$ cat src/rtl/core/rfo_pkg.sv
// rfo_pkg: shared sizes, operation codes, payload and control types
// for the ring fifo with overwrite modes; no dependencies
`default_nettype none

package rfo_pkg;

    localparam int DEPTH      = 16;
    localparam int DATA_WIDTH = 32;
    localparam int IDX_W      = (DEPTH > 1) ? $clog2(DEPTH) : 1;
    localparam int FILL_W     = $clog2(DEPTH + 1);
    localparam int MODE_W     = 3;

    localparam logic [MODE_W-1:0] MODE_CLEAR    = 3'd0;
    localparam logic [MODE_W-1:0] MODE_PUSH     = 3'd1;
    localparam logic [MODE_W-1:0] MODE_PUSH_OLD = 3'd2;
    localparam logic [MODE_W-1:0] MODE_PUSH_NEW = 3'd3;
    localparam logic [MODE_W-1:0] MODE_PEEK     = 3'd4;
    localparam logic [MODE_W-1:0] MODE_POP      = 3'd5;

    typedef struct packed {
        logic [MODE_W-1:0]     mode;
        logic [DATA_WIDTH-1:0] item_data;
    } item_t;

    typedef struct packed {
        logic [FILL_W-1:0]     fill_level;
        logic                  accepted;
        logic                  head_valid;
        logic [DATA_WIDTH-1:0] head_data;
    } result_t;

    typedef struct packed {
        logic capture;
        logic execute;
    } ctl_t;

    // ring index add with wrap at DEPTH
    function automatic logic [IDX_W-1:0] idx_add(input logic [IDX_W-1:0] base,
                                                 input logic [IDX_W-1:0] offset);
        logic [IDX_W:0] sum;
        sum = {1'b0, base} + {1'b0, offset};
        if (sum >= (IDX_W+1)'(DEPTH))
        begin
            sum = sum - (IDX_W+1)'(DEPTH);
        end
        return sum[IDX_W-1:0];
    endfunction

endpackage

`default_nettype wire

$ cat src/rtl/core/rfo_ctrl.sv
// rfo_ctrl: sequencer for one fifo operation, capture then execute
// depends on rfo_pkg
`default_nettype none

module rfo_ctrl (
    input  wire logic        clk,
    input  wire logic        rst_n,
    input  wire logic        start,
    output logic             busy,
    output logic             done,
    output rfo_pkg::ctl_t    ctl
);

    localparam logic ST_IDLE = 1'b0;
    localparam logic ST_EXEC = 1'b1;

    logic state_reg;
    logic state_next;
    logic done_reg;
    logic done_next;

    always_comb
    begin
        state_next  = state_reg;
        done_next   = 1'b0;
        ctl.capture = 1'b0;
        ctl.execute = 1'b0;
        case (state_reg)
            ST_IDLE:
            begin
                if (start)
                begin
                    ctl.capture = 1'b1;
                    state_next  = ST_EXEC;
                end
            end
            ST_EXEC:
            begin
                ctl.execute = 1'b1;
                done_next   = 1'b1;
                state_next  = ST_IDLE;
            end
            default:
            begin
                state_next = ST_IDLE;
            end
        endcase
    end

    always_ff @(posedge clk or negedge rst_n)
    begin
        if (!rst_n)
        begin
            state_reg <= ST_IDLE;
            done_reg  <= 1'b0;
        end
        else
        begin
            state_reg <= state_next;
            done_reg  <= done_next;
        end
    end

    assign busy = (state_reg != ST_IDLE);
    assign done = done_reg;

endmodule

`default_nettype wire

$ cat src/rtl/core/rfo_dp.sv
// rfo_dp: entry storage, start index, fill count and result register
// depends on rfo_pkg
`default_nettype none

module rfo_dp (
    input  wire logic            clk,
    input  wire logic            rst_n,
    input  rfo_pkg::ctl_t        ctl,
    input  rfo_pkg::item_t       item,
    output rfo_pkg::result_t     result
);

    logic [rfo_pkg::DATA_WIDTH-1:0] mem [rfo_pkg::DEPTH];

    rfo_pkg::item_t                 item_reg;
    logic [rfo_pkg::DATA_WIDTH-1:0] rd_reg;
    logic [rfo_pkg::IDX_W-1:0]      start_reg;
    logic [rfo_pkg::IDX_W-1:0]      start_next;
    logic [rfo_pkg::FILL_W-1:0]     fill_reg;
    logic [rfo_pkg::FILL_W-1:0]     fill_next;
    rfo_pkg::result_t               result_reg;
    rfo_pkg::result_t               result_next;

    logic                           full;
    logic                           empty;
    logic [rfo_pkg::IDX_W-1:0]      tail_idx;
    logic [rfo_pkg::IDX_W-1:0]      newest_idx;
    logic [rfo_pkg::IDX_W-1:0]      start_inc;
    logic                           wr_en;
    logic [rfo_pkg::IDX_W-1:0]      wr_addr;

    assign full       = (fill_reg == rfo_pkg::FILL_W'(rfo_pkg::DEPTH));
    assign empty      = (fill_reg == '0);
    assign tail_idx   = rfo_pkg::idx_add(start_reg, fill_reg[rfo_pkg::IDX_W-1:0]);
    assign newest_idx = rfo_pkg::idx_add(start_reg, rfo_pkg::IDX_W'(rfo_pkg::DEPTH - 1));
    assign start_inc  = rfo_pkg::idx_add(start_reg, rfo_pkg::IDX_W'(1));

    always_comb
    begin
        start_next             = start_reg;
        fill_next              = fill_reg;
        wr_en                  = 1'b0;
        wr_addr                = tail_idx;
        result_next            = result_reg;
        if (ctl.execute)
        begin
            result_next.accepted   = 1'b0;
            result_next.head_valid = 1'b0;
            result_next.head_data  = '0;
            case (item_reg.mode)
                rfo_pkg::MODE_CLEAR:
                begin
                    start_next = '0;
                    fill_next  = '0;
                end
                rfo_pkg::MODE_PUSH:
                begin
                    if (!full)
                    begin
                        wr_en                = 1'b1;
                        fill_next            = fill_reg + 1'b1;
                        result_next.accepted = 1'b1;
                    end
                end
                rfo_pkg::MODE_PUSH_OLD:
                begin
                    wr_en                = 1'b1;
                    result_next.accepted = 1'b1;
                    if (!full)
                    begin
                        fill_next = fill_reg + 1'b1;
                    end
                    else
                    begin
                        wr_addr    = start_reg;
                        start_next = start_inc;
                    end
                end
                rfo_pkg::MODE_PUSH_NEW:
                begin
                    wr_en                = 1'b1;
                    result_next.accepted = 1'b1;
                    if (!full)
                    begin
                        fill_next = fill_reg + 1'b1;
                    end
                    else
                    begin
                        wr_addr = newest_idx;
                    end
                end
                rfo_pkg::MODE_PEEK:
                begin
                    if (!empty)
                    begin
                        result_next.head_valid = 1'b1;
                        result_next.head_data  = rd_reg;
                    end
                end
                rfo_pkg::MODE_POP:
                begin
                    if (!empty)
                    begin
                        result_next.head_valid = 1'b1;
                        result_next.head_data  = rd_reg;
                        start_next             = start_inc;
                        fill_next              = fill_reg - 1'b1;
                    end
                end
                default:
                begin
                end
            endcase
            result_next.fill_level = fill_next;
        end
    end

    // storage, no reset; head read is registered on capture
    always_ff @(posedge clk)
    begin
        if (wr_en)
        begin
            mem[wr_addr] <= item_reg.item_data;
        end
        if (ctl.capture)
        begin
            rd_reg   <= mem[start_reg];
            item_reg <= item;
        end
        result_reg <= result_next;
    end

    always_ff @(posedge clk or negedge rst_n)
    begin
        if (!rst_n)
        begin
            start_reg <= '0;
            fill_reg  <= '0;
        end
        else
        begin
            start_reg <= start_next;
            fill_reg  <= fill_next;
        end
    end

    assign result = result_reg;

endmodule

`default_nettype wire

$ cat src/rtl/core/ring_fifo_overwrite_modes_top.sv
// ring_fifo_overwrite_modes_top: ring fifo with clear, push, overwrite pushes,
// peek and pop; depends on rfo_pkg, rfo_ctrl, rfo_dp
// result: done and result are registered at the end of the execute state; done is one cycle wide
// a new operation is taken only after the last one has left the execute state
// reset: start index and fill count clear at once; storage is not cleared
// the receiver cannot stall: done marks each result for one cycle
`default_nettype none

module ring_fifo_overwrite_modes_top (
    input  wire logic          clk,
    input  wire logic          rst_n,
    input  wire logic          start,
    input  rfo_pkg::item_t     item,
    output logic               busy,
    output logic               done,
    output rfo_pkg::result_t   result
);

    rfo_pkg::ctl_t ctl;

    rfo_ctrl u_ctrl (
        .clk   (clk),
        .rst_n (rst_n),
        .start (start),
        .busy  (busy),
        .done  (done),
        .ctl   (ctl)
    );

    rfo_dp u_dp (
        .clk    (clk),
        .rst_n  (rst_n),
        .ctl    (ctl),
        .item   (item),
        .result (result)
    );

`ifndef SYNTHESIS
    // a transfer in always leads to exactly one execute cycle then a strobe
    assert property (@(posedge clk) disable iff (!rst_n)
        (start && !busy) |=> busy ##1 (done && !busy))
        else $error("accepted operation did not complete in two cycles");

    assert property (@(posedge clk) disable iff (!rst_n)
        done |-> (result.fill_level <= rfo_pkg::FILL_W'(rfo_pkg::DEPTH)))
        else $error("fill level beyond depth");

    assert property (@(posedge clk) disable iff (!rst_n)
        done |-> !(result.accepted && result.head_valid))
        else $error("push and head result flagged together");

    assert property (@(posedge clk) disable iff (!rst_n)
        (done && !result.head_valid) |-> (result.head_data == '0))
        else $error("head data not zero without a valid head");
`endif

endmodule

`default_nettype wire

$ cat config.mk
export PLATFORM = sky130hd
export DESIGN_NAME = ring_fifo_overwrite_modes_top
export DESIGN_NICKNAME = d
export VERILOG_FILES = /design/src/rtl/core/rfo_pkg.sv /design/src/rtl/core/rfo_ctrl.sv /design/src/rtl/core/rfo_dp.sv /design/src/rtl/core/ring_fifo_overwrite_modes_top.sv
export SDC_FILE = /design/constraint.sdc
export NUM_CORES = 1
export LEC_CHECK = 0
export ABC_AREA = 1
export BUFFER_PORTS_ARGS = -buffer_cell sky130_fd_sc_hd__buf_2
export CORE_ASPECT_RATIO = 0.75
export CORE_MARGIN = 2
export CORE_UTILIZATION = 45
export CTS_CLUSTER_SIZE = 40
export DETAILED_ROUTE_END_ITERATION = 8
export PLACE_DENSITY = 0.6
export SETUP_SLACK_MARGIN = 0.5
export SLEW_MARGIN = 20
export SYNTH_ARGS = -nofsm -noshare
export SYNTH_HDL_FRONTEND = slang
export SYNTH_HIERARCHICAL = 1
export SYNTH_SLANG_ARGS = --single-unit
$ cat constraint.sdc
create_clock -name clk -period 3.29 [get_ports clk]
set_input_delay 0.658 -clock clk [delete_from_list [all_inputs] [get_ports clk]]
set_output_delay 0.658 -clock clk [all_outputs]
set_load 0.02 [all_outputs]
## Word level (Yosys, flattened, before mapping)

Memory sizes are Yosys's and may differ from the RTL's. A register that Yosys moved wholly into a read port is not among the register bits.
Cells that the tools add are included.

- $add $sub $neg: 8
- $lt $le $gt $ge: 3
- Equal/unequal tests: 8
- Muxes and demuxes: 23
- Bitwise operators: 2
- Reduce and logical (&&, ||, !) cells: 8

Operator list:

| kind | count |
|---|---|
| $mux W33 | 1 |
| $mux W4 | 8 |
| $ge A5 B5 Y1 const B | 3 |
| $pmux W5 S3 | 1 |
| $pmux W4 S3 | 1 |
| $sub A4 B1 Y4 const B | 3 |
| $mux W5 | 2 |
| $pmux W4 S2 | 1 |
| $mux W1 | 7 |
| $eq A3 B2 Y1 const B | 2 |
| $eq A3 B3 Y1 const B | 2 |
| $reduce_or A2 Y1 | 3 |
| $add A4 B1 Y5 const B | 1 |
| $add A4 B4 Y5 | 1 |
| $add A4 B4 Y5 const B | 1 |
| $add A5 B1 Y5 const B | 1 |
| $eq A5 B5 Y1 const B | 1 |
| $logic_not A5 Y1 | 1 |
| $sub A5 B1 Y5 const B | 1 |
| $pmux W1 S2 | 2 |
| $reduce_and A4 Y1 | 1 |
| $eq A3 B1 Y1 const B | 1 |
| $logic_not A3 Y1 | 1 |
| $reduce_bool A3 Y1 | 1 |
| other kinds (4) | 5 |

- Register bits after elaboration: 85
- RAM bits: 512
- Input bits: 38
- Output and inout port bits: 41
- Word-level logic and storage cells: 63
- Memories: 1

Memories:

| memory | depth | width | rd ports | clocked after Yosys merged registers in | write ports | line | RTL |
|---|---|---|---|---|---|---|---|
| u_dp.mem | 16 | 32 | 1 | 1 | 1 | rfo_dp.sv:13 | `logic [rfo_pkg::DATA_WIDTH-1:0] mem [rfo_pkg::DEPTH];` |

## Logic depth before layout (Yosys ltp)

- Word-level depth: 6
- Gate-level depth with buffers: 13
- Mapped depth without buffers: 10

## Hierarchy

The synthesis kept the hierarchy.

By module, submodules not included:

| module | times used | cells an instance | area each (µm²) | sequential area each (µm²) |
|---|---|---|---|---|
| rfo_dp | 1 | 1,861 | 24,803.8 | 18,783.0 |
| rfo_ctrl | 1 | 6 | 75.1 | 50.0 |

## Worst setup path after synthesis

Ideal clock, no wire load.

- Kind: register to register
- Start point: register u_dp/start_reg[0] in the netlist's numbering
- End point: memory u_dp/mem[15][0] in the netlist's numbering (enable)
- Setup time: 0.421 ns
- Data arrival time: 3.056 ns
- Required time: 2.869 ns
- Setup slack: -0.187 ns
- Cell stages (with the launch flop): 13
- Path buffers: 3
- Period minus slack after synthesis: 3.477 ns
- Cells stage by stage: dfrtp_1 buf_6 inv_2 buf_2 buf_2 ha_1 inv_1 nand2_1 nand2_1 nand2_1 o21ai_1 nand3_2 nor2_1

- Longest elaborated chain between the ends: 6
- Elaborated cells between the ends (all ways): 12
- Classes of those cells: add/sub: 4; order compare: 2; mux: 6

RTL lines:

| element | line | RTL |
|---|---|---|
| from (decl) | rfo_dp.sv:17 | `logic [rfo_pkg::IDX_W-1:0] start_reg;` |
| from (signal assigned) | rfo_dp.sv:142 | `start_reg <= start_next;` |
| $add A4 B4 Y5 | rfo_pkg.sv:41 | `sum = {1'b0, base} + {1'b0, offset};` |
| $sub A4 B1 Y4 or $ge A5 B5 Y1 (tied branches) | rfo_pkg.sv:44, rfo_pkg.sv:42 |  |
| $mux W4 | rfo_pkg.sv:42 | `if (sum >= (IDX_W+1)'(DEPTH))` |
| $mux W4, on equally long branches | rfo_dp.sv:83, rfo_dp.sv:69 |  |
| $pmux W4 S2 | rfo_dp.sv:50 | `case (item_reg.mode)` |
| $mux W4 * | rfo_dp.sv:45 | `if (ctl.execute)` |
| to (decl) | rfo_dp.sv:13 |  |

Mark *: on every way between the ends. The rest lies on a longest branch, timed or not.

## Worst setup path after layout

- Start point: register u_dp/start_reg[0] in the netlist's numbering
- End point: memory u_dp/mem[7][14] in the netlist's numbering (enable)

Same word-level chain as after synthesis.

==> impl_results.md <==
* Clk_lat worst skew at between 0.6 and 0.7 ns
* YS warnings at 6
* Final Hold Viols at 0
* Leak pwr at approximately 0.0095 uW
* Crit Path Class: reg -> reg
* Worst-path clk slew at 0.06 ns
* CTS tree: done
* Worst endpoint required time at 3.58 ns
* Nets at 1,991
* Worst-case clock skew at approximately 0.016 ns
* Commonest non-fill, non-tap cell in the layout: edfxtp_1
* Port Buf Inserts at 78
* Slew margin rel. at 0.244
* Tmin final at approximately 2.7 ns
* Die area at 57,200 sq um
* Post-route cell area at 28,200 sq um
* RD Place Congestion at approximately 0.85
* Final worst path period share at 0.810
* Crit path largest cell delay at 0.53 ns
* CTS buffer count at 60
* Number of synthesized register bits at 629
* Dpl cell area at 26,100 sq um
* Total number of vias at between 15,000 and 20,000
* Die height at 208 microns
* Hold Crit Class: in -> reg
* Setup Total Neg Slack at 0 ns
* Average size of a mapped cell at 13.3 sq um
* Worst vdd ir at 459 uV
* Core Area at between 50,000 and 60,000 sq um
* Clock tree buffer depth at 3
* Final setup viols at 0
* Starting Density at 0.456
* First-pass GRT wire length at 90.3 mm
* Routed WL per cell at 21.7 microns
* Drt initial violations at 1,516
* Rows at 74
* Horiz. Die Dim at 276 microns
* Post-synthesis cell type count at 34
* H-tree levels at 2
* # fillers at between 4,000 and 5,000
* Status: finished clean
* Post-synthesis sequential area ratio at 0.757
* Total power at approximately 19,000 uW
* Layout cell share with drive strength beyond 1 at 0.139
* Routed wire length at 59.0 mm
* Boundary Pins at 79
* Critical Path End Type: register
* Mapped cell area at approximately 25,000 sq um
* Critical Path, Cell by Cell: ha_1 -> fa_1 -> inv_1 -> o21ai_1 -> nand3_2 -> nor2_4 -> buf_6
* GR Overflow Total at 0
* Crit start category: register
* CP max-delay cell: dfrtp_4
* Area of the multi-input gates at around 5300 sq um
* Post-Synthesis Cells at 1,867
* Initial antenna violation count at 0
* Fmax at 0.375 GHz
* Dpl hpwl at 31.2 mm
* RSZ-0062 raised after global routing: yes
* CP max FO at 18
* Vias per Instance at 5.54
* Commonest cells after routing, fill and taps aside: edfxtp_1, nor2_1, o21ai_0
* DR DRC count at 0
* Actual slew at the worst max-slew pin at 1.13 ns
* Vias in the first global route at 14,500
* Register area at 18,800 sq um
* Max-cap violations at 0
* DRT Pass-1 Iters at 8
* Clock sink count at 629
* N_diodes at 0
* Routed Antenna Nets at 0
* Pwr/cell area at 684 nW/um^2
* Pin count of the biggest net entering global routing at 259
* Clock root buffer: clkbuf_16
* Slew Limit Fails at 0
* Syn nets at 1,914
* Arrival time worst endpoint at around 3 ns
* Max FFs per register at 512
* GRT Overall Usage at 0.208
* Area Overhead vs Synth at 13.4%
[cell type report]
| type | count | share of cell area |
|---|---|---|
| clock inverter | 42 | 0.0143 |
| clock buffer | 67 | 0.0542 |
| sequential | 629 | 0.668 |
| multi-input combinational | 1062 | 0.190 |
| tap | 722 | 0.0320 |
| inverter | 62 | 0.00843 |
| timing repair buffer | 129 | 0.0334 |
[worst paths after layout]
path | cells after the start | start | end | slack, ns
max in group asynchronous | 2 | rst_n | u_dp/start_reg[0] | 2.59
setup / recovery | 7 | u_dp/start_reg[0] | u_dp/mem[7][14] | 0.62
min in group asynchronous | 2 | rst_n | u_ctrl/done | 0.45
hold / removal | 1 | item[5] | u_dp/item_reg[5] | 0.21
hold reg to reg | 2 | u_dp/rd_reg[2] | u_dp/result[2] | 0.55
setup reg to reg | 7 | u_dp/start_reg[0] | u_dp/mem[7][14] | 0.62
[logic make-up after synthesis]
logic type | count (synthesis) | synth area share
and+or+nand+nor | 645 | 0.108
DFF | 629 | 0.757
AOI/OAI and AO/OA | 400 | 0.0941
buffers and inverters | 176 | 0.0336
adders and majority gates | 9 | 0.00483
xor gates and xnor gates | 8 | 0.00282
[worst max-delay path: cells and delay by family (launching register included)]
| family | cells | cell delay, ns |
|---|---|---|
| compound gates | 1 | 0.23 |
| buf+inv | 2 | 0.35 |
| flops | 1 | 0.53 |
| simple gates | 2 | 0.47 |
| fa+ha+maj | 2 | 0.74 |
[through the flow]
stage	hold WS, ns	setup slack, ns	std cells	util
after detailed placement	0.534	0.413	2600	0.479
after global routing	0.184	0.478	2713	0.517
after global placement	0.536	0.419	2600	0.479
after CTS	0.168	0.517	2710	0.515
final	0.205	0.625	2713	0.517
after floorplan	0.362	0.295	1867	-
[cell usage after synthesis (all sizes together)]
cell | number | area, sq um
buf | 73 | 450
clkbuf | 41 | 154
dfrtp | 11 | 275
edfxtp | 618 | 18600
fa | 1 | 20.0
ha | 8 | 100
inv | 62 | 233
nand2 | 101 | 409
nand3 | 96 | 518
nand4 | 4 | 40.0
nor2 | 443 | 1700
o211ai | 123 | 923
o21ai | 269 | 1350
o21bai | 1 | 7.51
o221ai | 6 | 52.6
o31ai | 1 | 7.51
or2 | 1 | 6.26
xnor2 | 1 | 8.76
xor2 | 7 | 61.3
[layer usage]
metal | share of wire | global-route usage | up-vias
li1 | - | - | 6937
met3 | 0.053 | 0.0279 | 75
met1 | 0.45 | 0.305 | 7581
met4 | 0.017 | 0.0486 | 0
met2 | 0.48 | 0.331 | 446
met5 | 0 | 0 | -
[repair_timing]
item,CTS,global route
setup buffers,0,2
setup endpoints to repair,144,331
pin swaps,0,1
gates resized for setup,4,18
endpoints found under the hold margin,11,0
hold buffers,1,0
[power breakdown]
group | leakage, uW | switching [uW] | internal (uW)
combinational | 0.00279 | 2040 | 844
sequential | 0.00577 | 260 | 9350
clock | 0.000938 | 2990 | 3820
No activity file was read; power rests on OpenSTA's default activity.
